[config.mk]
export PLATFORM = sky130hd
export DESIGN_NAME = udr_step
export DESIGN_NICKNAME = d
export VERILOG_FILES = /design/src/hdl/udr_step.sv
export SDC_FILE = /design/constraint.sdc
export NUM_CORES = 1
export LEC_CHECK = 0
export ABC_CLOCK_PERIOD_IN_PS = 9880
export BUFFER_PORTS_ARGS = -buffer_cell sky130_fd_sc_hd__buf_2
export CORE_AREA = 3 3 304 306
export DETAILED_ROUTE_END_ITERATION = 6
export DIE_AREA = 0 0 307 309
export SETUP_SLACK_MARGIN = 0.5
export SLEW_MARGIN = 0
export SYNTH_ARGS = -nofsm -noshare
export SYNTH_HDL_FRONTEND = slang
export SYNTH_SLANG_ARGS = --single-unit
[constraint.sdc]
create_clock -name i_clk -period 9.88 [get_ports i_clk]
set_clock_uncertainty 0.05 [all_clocks]
set_input_delay 1.976 -clock i_clk [delete_from_list [all_inputs] [get_ports i_clk]]
set_output_delay 1.976 -clock i_clk [all_outputs]
set_load 0.05 [all_outputs]
[src/hdl/udr_step.sv]
// One registered restoring-division step: shift in one dividend bit, trial subtract.
`timescale 1ns / 1ps

module udr_step #(
    parameter int W = 128
) (
    input  logic         i_clk,
    input  logic         i_rst_n,
    input  logic         i_en,
    input  logic         i_valid,
    input  logic [W-1:0] i_rem,
    input  logic [W-1:0] i_quo,
    input  logic [W-1:0] i_div,
    input  logic         i_dbz,
    output logic         o_valid,
    output logic [W-1:0] o_rem,
    output logic [W-1:0] o_quo,
    output logic [W-1:0] o_div,
    output logic         o_dbz
);

    logic         r_valid;
    logic [W-1:0] r_rem;
    logic [W-1:0] r_quo;
    logic [W-1:0] r_div;
    logic         r_dbz;

    logic [W:0]   rem_sh;
    logic [W:0]   diff;
    logic         take;
    logic [W-1:0] n_rem;
    logic [W-1:0] n_quo;

    always_comb begin
        rem_sh = {i_rem, i_quo[W-1]};
        diff   = rem_sh - {1'b0, i_div};
        take   = ~diff[W];
        n_rem  = take ? diff[W-1:0] : rem_sh[W-1:0];
        n_quo  = {i_quo[W-2:0], take};
    end

    always_ff @(posedge i_clk) begin
        if (!i_rst_n) begin
            r_valid <= 1'b0;
        end else if (i_en) begin
            r_valid <= i_valid;
        end
    end

    always_ff @(posedge i_clk) begin
        if (i_en) begin
            r_rem <= n_rem;
            r_quo <= n_quo;
            r_div <= i_div;
            r_dbz <= i_dbz;
        end
    end

    assign o_valid = r_valid;
    assign o_rem   = r_rem;
    assign o_quo   = r_quo;
    assign o_div   = r_div;
    assign o_dbz   = r_dbz;

endmodule

* After elaboration in Yosys (flattened, before gate mapping)
Cells that the tools add are included.
** Word-level totals
- Register bits after elaboration :: 386
- Word-level logic and storage cells :: 8
- Output and inout bits :: 386
** Cells by class
- Bitwise operators :: 1
- Add/sub/neg operators :: 1
- Muxes and demuxes :: 1
** Operators with widths (count)
- $sub 129x128->129 :: 1
- $mux 128 :: 1
- $not 1->1 :: 1

* Logic depth before layout (Yosys ltp)
- Depth after elaboration :: 2
- Depth in mapped cells :: 19
- Depth with buffers taken out :: 15

* Least setup slack after synthesis
No wires, ideal clock.
- Path kind :: input to register
- From :: input i_quo[127]
- To :: register r_rem[125], in the netlist o_rem[125], data pin
- Buffers on the path :: 4
- Stages :: 17
- Slack :: 4.124 ns
- Arrival :: 5.447 ns
- Cells stage by stage :: inv_1 ha_1 fa_1 nand2b_1 a21oi_2 o21ai_2 a211oi_2 o2111ai_1 a2111o_1 a2111oi_4 a211oi_2 or2_1 buf_6 buf_6 buf_6 buf_2 a211o_1
** Between the ends
- Word-level cells in the longest chain between the ends :: 2
** RTL lines
- start, declared :: RTL line 12 : input logic [W-1:0] i_quo,
- $sub 129x128->129 :: RTL line 36 : diff = rem_sh - {1'b0, i_div};
- $mux 128 :: RTL line 38 : n_rem = take ? diff[W-1:0] : rem_sh[W-1:0];
- via n_rem[125] :: RTL line 31 : logic [W-1:0] n_rem;
- end signal, assigned :: RTL line 52 : r_rem <= n_rem;
- end, declared :: RTL line 23 : logic [W-1:0] r_rem;
The timed path passes the listed nets, and every way through them passes these cells.
A chain may end at the register's enable or synchronous reset.

* Worst setup path after layout
- From :: input i_quo[127]
- To :: register r_rem[26], in the netlist o_rem[26], data pin
The elaborated chain is that of the path after synthesis.

==> summary.txt <==
STA
  • Setup-violating endpoint count in the final report: 0
  • Hold Fails Final Rpt: 0
  • Final Max Slew Viols: 0
  • Minimum clock period: 6697 ps
  • Fin Setup TNS: 0 ps
  • RSZ-0062 raised after global routing: false
  • Final period util: 67.78%
  • Final WS setup: 3183 ps
  • Relative slew slack: 15.15%
  • FMAX: 0.1493 GHz
  • Worst-Margin Slew: 1261 ps

Synth
  • Synth Area in Adders: 7.266%
  • Async SR Flop Fraction: 0%
  • Post-Synth XOR/XNOR Area: 4.317%
  • Synth Register Bits: 386
  • Distinct cell type count after synthesis: 74
  • Synth Area in Compound Gates: 18.42%
  • Ranking of synthesized cells by area: edfxtp_1 (52%), ha_1 (7.2%), nand2_1 (5.1%), a21oi_1 (4.8%), o21ai_0 (4.8%)
  • Synth top area share: 51.81%
  • Simple-gate share of the synthesized area: 13.30%
  • Post-synth top area cell: edfxtp_1
  • Sequential cell area fraction in the yosys report: 51.90%
  • Post-Syn Nets: 2745
  • Mapped Cells: 2227
  • Synth Flop Type: edfxtp_1
  • Mux cell area share after synthesis: 0.1458%
  • Post-synth EDFFs: 385
  • Cell Area, Synth: 0.02232 mm^2
  • Syn avg cell area: 10.02 um^2
  • Largest family of logic cells by synthesized area: compound AO/OA/AOI/OAI gates
  • Synth warnings: 0

Finish
  • Layout cells sized above 1: 29.44%
  • Final Util: 32.12%
  • Fillers: 9482
  • Area of the multi-input gates: 0.009702 mm^2
  • FF/Latch Area: 0.01158 mm^2
  • Layout area overhead: 29.35%
  • Post-route insts no fill: 4181
  • Final Net Count: 3477

CTS
  • Root Driver: clkbuf_16
  • Setup repair bufs after CTS: 0
  • Resized cells post-CTS: 0
  • CTS tree: done
  • Total CTS buffers: 47
  • TritonCTS Sinks: 386
  • Hold-fix buffer count after cts: 0
  • Clock Path Buffers: 3
  • Clock-pin slew on the worst setup and hold paths: 60 ps
  • H-tree levels: 2
  • Worst skew pair latency: 600 ps

Critical path
  • CP startpoint: i_quo[127]
  • CP Capture Type: register
  • Crit-path cells: buf_2, inv_1, ha_1, fa_1, nand2b_1, a21oi_2, o21ai_2, a211oi_2, o2111ai_1, a2111o_1, a2111oi_4, a22o_1, or2_4, buf_4, o21ai_0
  • Crit path required time: 10140 ps
  • Critical Path Sink: o_rem[26]
  • Startpoint Class: input pin
  • Worst reg-to-reg setup slack: 9230 ps
  • WP data arrival: 6960 ps
  • WP depth: 15
  • Critical path peak fanout: 86
  • Max incr delay on CP: 740 ps
  • Slowest library cell on the worst path: buf_4
  • Crit path buf inv count: 3
  • Crit Path Category: input pin to register
  • Worst R2R Start: o_valid
  • Worst reg2reg endpoint: o_valid
  • R2r worst-path depth: 2
  • Critical path's top delay family: compound AO/OA/AOI/OAI gates

Floorplanning
  • Core Region: 0.08987 mm^2
  • Die Y: 309 um
  • Initial Util: 24.83%
  • FP Rows: 110
  • DIE WIDTH: 307 um
  • Die area: 0.09486 mm^2
  • Ports: 775

Global route
  • Overflow after GRT: 0
  • First-pass GRT wire length: 138800 um
  • Vias in the first global route: 20240
  • Antenna violations before repair: 32
  • Largest net degree at the start of global routing: 141
  • Total Routing Usage GR: 20.07%

Detailed routing
  • DR pass1 iterations: 5
  • Wire per inst: 24.01 um
  • Via count: 20410
  • # DRC: 0
  • Number of DRC markers in iteration 0: 1637
  • Vias/cell: 4.881
  • Antenna Nets Post-Route: 0
  • DRT Wirelength: 100400 um

Power and ir drop
  • Peak supply drop: 0.0001111 V
  • Power density cells: 192.8 mW/mm^2
  • Leakage Power: 12.21 nW

Placed design
  • Hpwl dp: 83660 um
  • Post-place setup slack: 2444 ps
  • Gpl congestion: 0.9409
  • PortBufs: 774
  • Placed Instances: 4086

Status
  • Outcome: finished, final reports clean

Run
  • # Max-Cap Violations: 0

Hold path
  • Hold Path Class: register to register
synthesized netlist by cell type, types with 4 or more instances:
cell / count
edfxtp_1: 385
nand2_1: 302
a21oi_1: 216
o21ai_0: 214
inv_1: 161
ha_1: 128
nor2_1: 127
clkbuf_1: 78
nand4_1: 76
xnor2_1: 66
a21o_1: 52
xor2_1: 44
nor3_1: 40
o21bai_1: 37
o21ai_1: 22
o21a_1: 20
nand3_1: 17
buf_2: 16
a21boi_0: 14
nand2b_1: 14
o31ai_1: 14
o211ai_1: 13
or3_1: 12
a211oi_1: 11
a31oi_1: 11
nor2b_1: 11
nor4_1: 10
or2_2: 9
and3_1: 8
o2111ai_1: 7
and2_1: 6
a211o_1: 5
a221oi_1: 5
or4_1: 5
o41ai_1: 4
metrics by stage:
stage / hold WS (ps) / instance area, um^2 / power, mW
5_1_grt: 537.0 / 28840 / 5.810
2_1_floorplan: 692.9 / 22320 / 3.282
4_1_cts: 482.6 / 28840 / 5.640
3_5_place_dp: 462.9 / 27340 / 3.879
6_report: 483.0 / 28870 / 5.565
3_3_place_gp: 444.0 / 27330 / 3.873
cell type report:
cell class	instances	area share [%]
antenna	12	0.1040
tap	1176	5.098
timing repair buffer	783	13.77
clock inverter	32	1.066
multi-input combinational	1579	33.61
sequential	386	40.12
clock buffer	51	4.127
inverter	162	2.107
logic make-up after synthesis:
logic type,after synthesis
AO/OA/AOI/OAI,685
AND/OR/NAND/NOR,652
flip-flops,386
buffers and inverters,262
adder cells (fa/ha/maj),129
XOR/XNOR,110
multiplexers,3
how the worst min path moves through the flow:
stage / to / startpoint / slack, ps / cells past startpoint
final: o_valid / o_valid / 480 / 2
after global routing: o_valid / o_valid / 540 / 2
after CTS: o_valid / o_valid / 480 / 2
after detailed placement: o_valid / o_valid / 460 / 2
after global placement: o_valid / o_valid / 440 / 2
after floorplan: o_valid / o_valid / 690 / 2
power breakdown:
| part | total, mW | leakage, nW | internal, mW | switching [mW] |
|---|---|---|---|---|
| Combinational | 1.77 | 7.71 | 0.439 | 1.34 |
| Sequential | 2.07 | 3.77 | 2.02 | 0.0476 |
| Clock | 1.72 | 0.726 | 0.981 | 0.743 |
sequential cells by signal, indices dropped and copies added (netlist names):
signal / flops
o_dbz: 1
o_div: 128
o_quo: 128
o_rem: 128
o_valid: 1
placed cells by master (no fill, tap or decap), types with 8 or more instances in the layout:
master / netlist / routed
nand3_1: 17 / 17
o31ai_1: 14 / 14
clkbuf_16: 0 / 47
clkinv_1: 0 / 8
o21ai_0: 214 / 214
or3_1: 12 / 12
ha_1: 128 / 128
diode_2: 0 / 12
a21boi_0: 14 / 14
a21o_1: 52 / 52
o211ai_1: 13 / 13
a211oi_1: 11 / 11
nand2_1: 302 / 302
buf_2: 16 / 774
and3_1: 8 / 8
clkinv_2: 0 / 8
xor2_1: 44 / 44
nand2b_1: 14 / 14
a31oi_1: 11 / 11
xnor2_1: 66 / 66
edfxtp_1: 385 / 385
nor4_1: 10 / 10
o21bai_1: 37 / 37
a21oi_1: 216 / 216
inv_1: 161 / 161
nand4_1: 76 / 76
nor3_1: 40 / 40
nor2b_1: 11 / 11
o21ai_1: 22 / 22
or2_2: 9 / 9
nor2_1: 127 / 127
o21a_1: 20 / 20
routing by layer:
layer | wire [um] | part of all wire (%) | up-vias | global-route usage, %
met4 | 3612 | 3.6 | 32 | 6.542
met3 | 8114 | 8.1 | 159 | 6.032
met2 | 52360 | 52 | 843 | 37.89
li1 | - | - | 9668 | -
met1 | 36060 | 36 | 9705 | 21.28
met5 | 235 | 0.23 | - | 0
worst reg2reg max path, stage by stage, from the launching register on:
cell and delay (ps):
dfxtp_1 310, mux2i_1 120, nor2b_1 60
(Power assumes the default switching activity.)
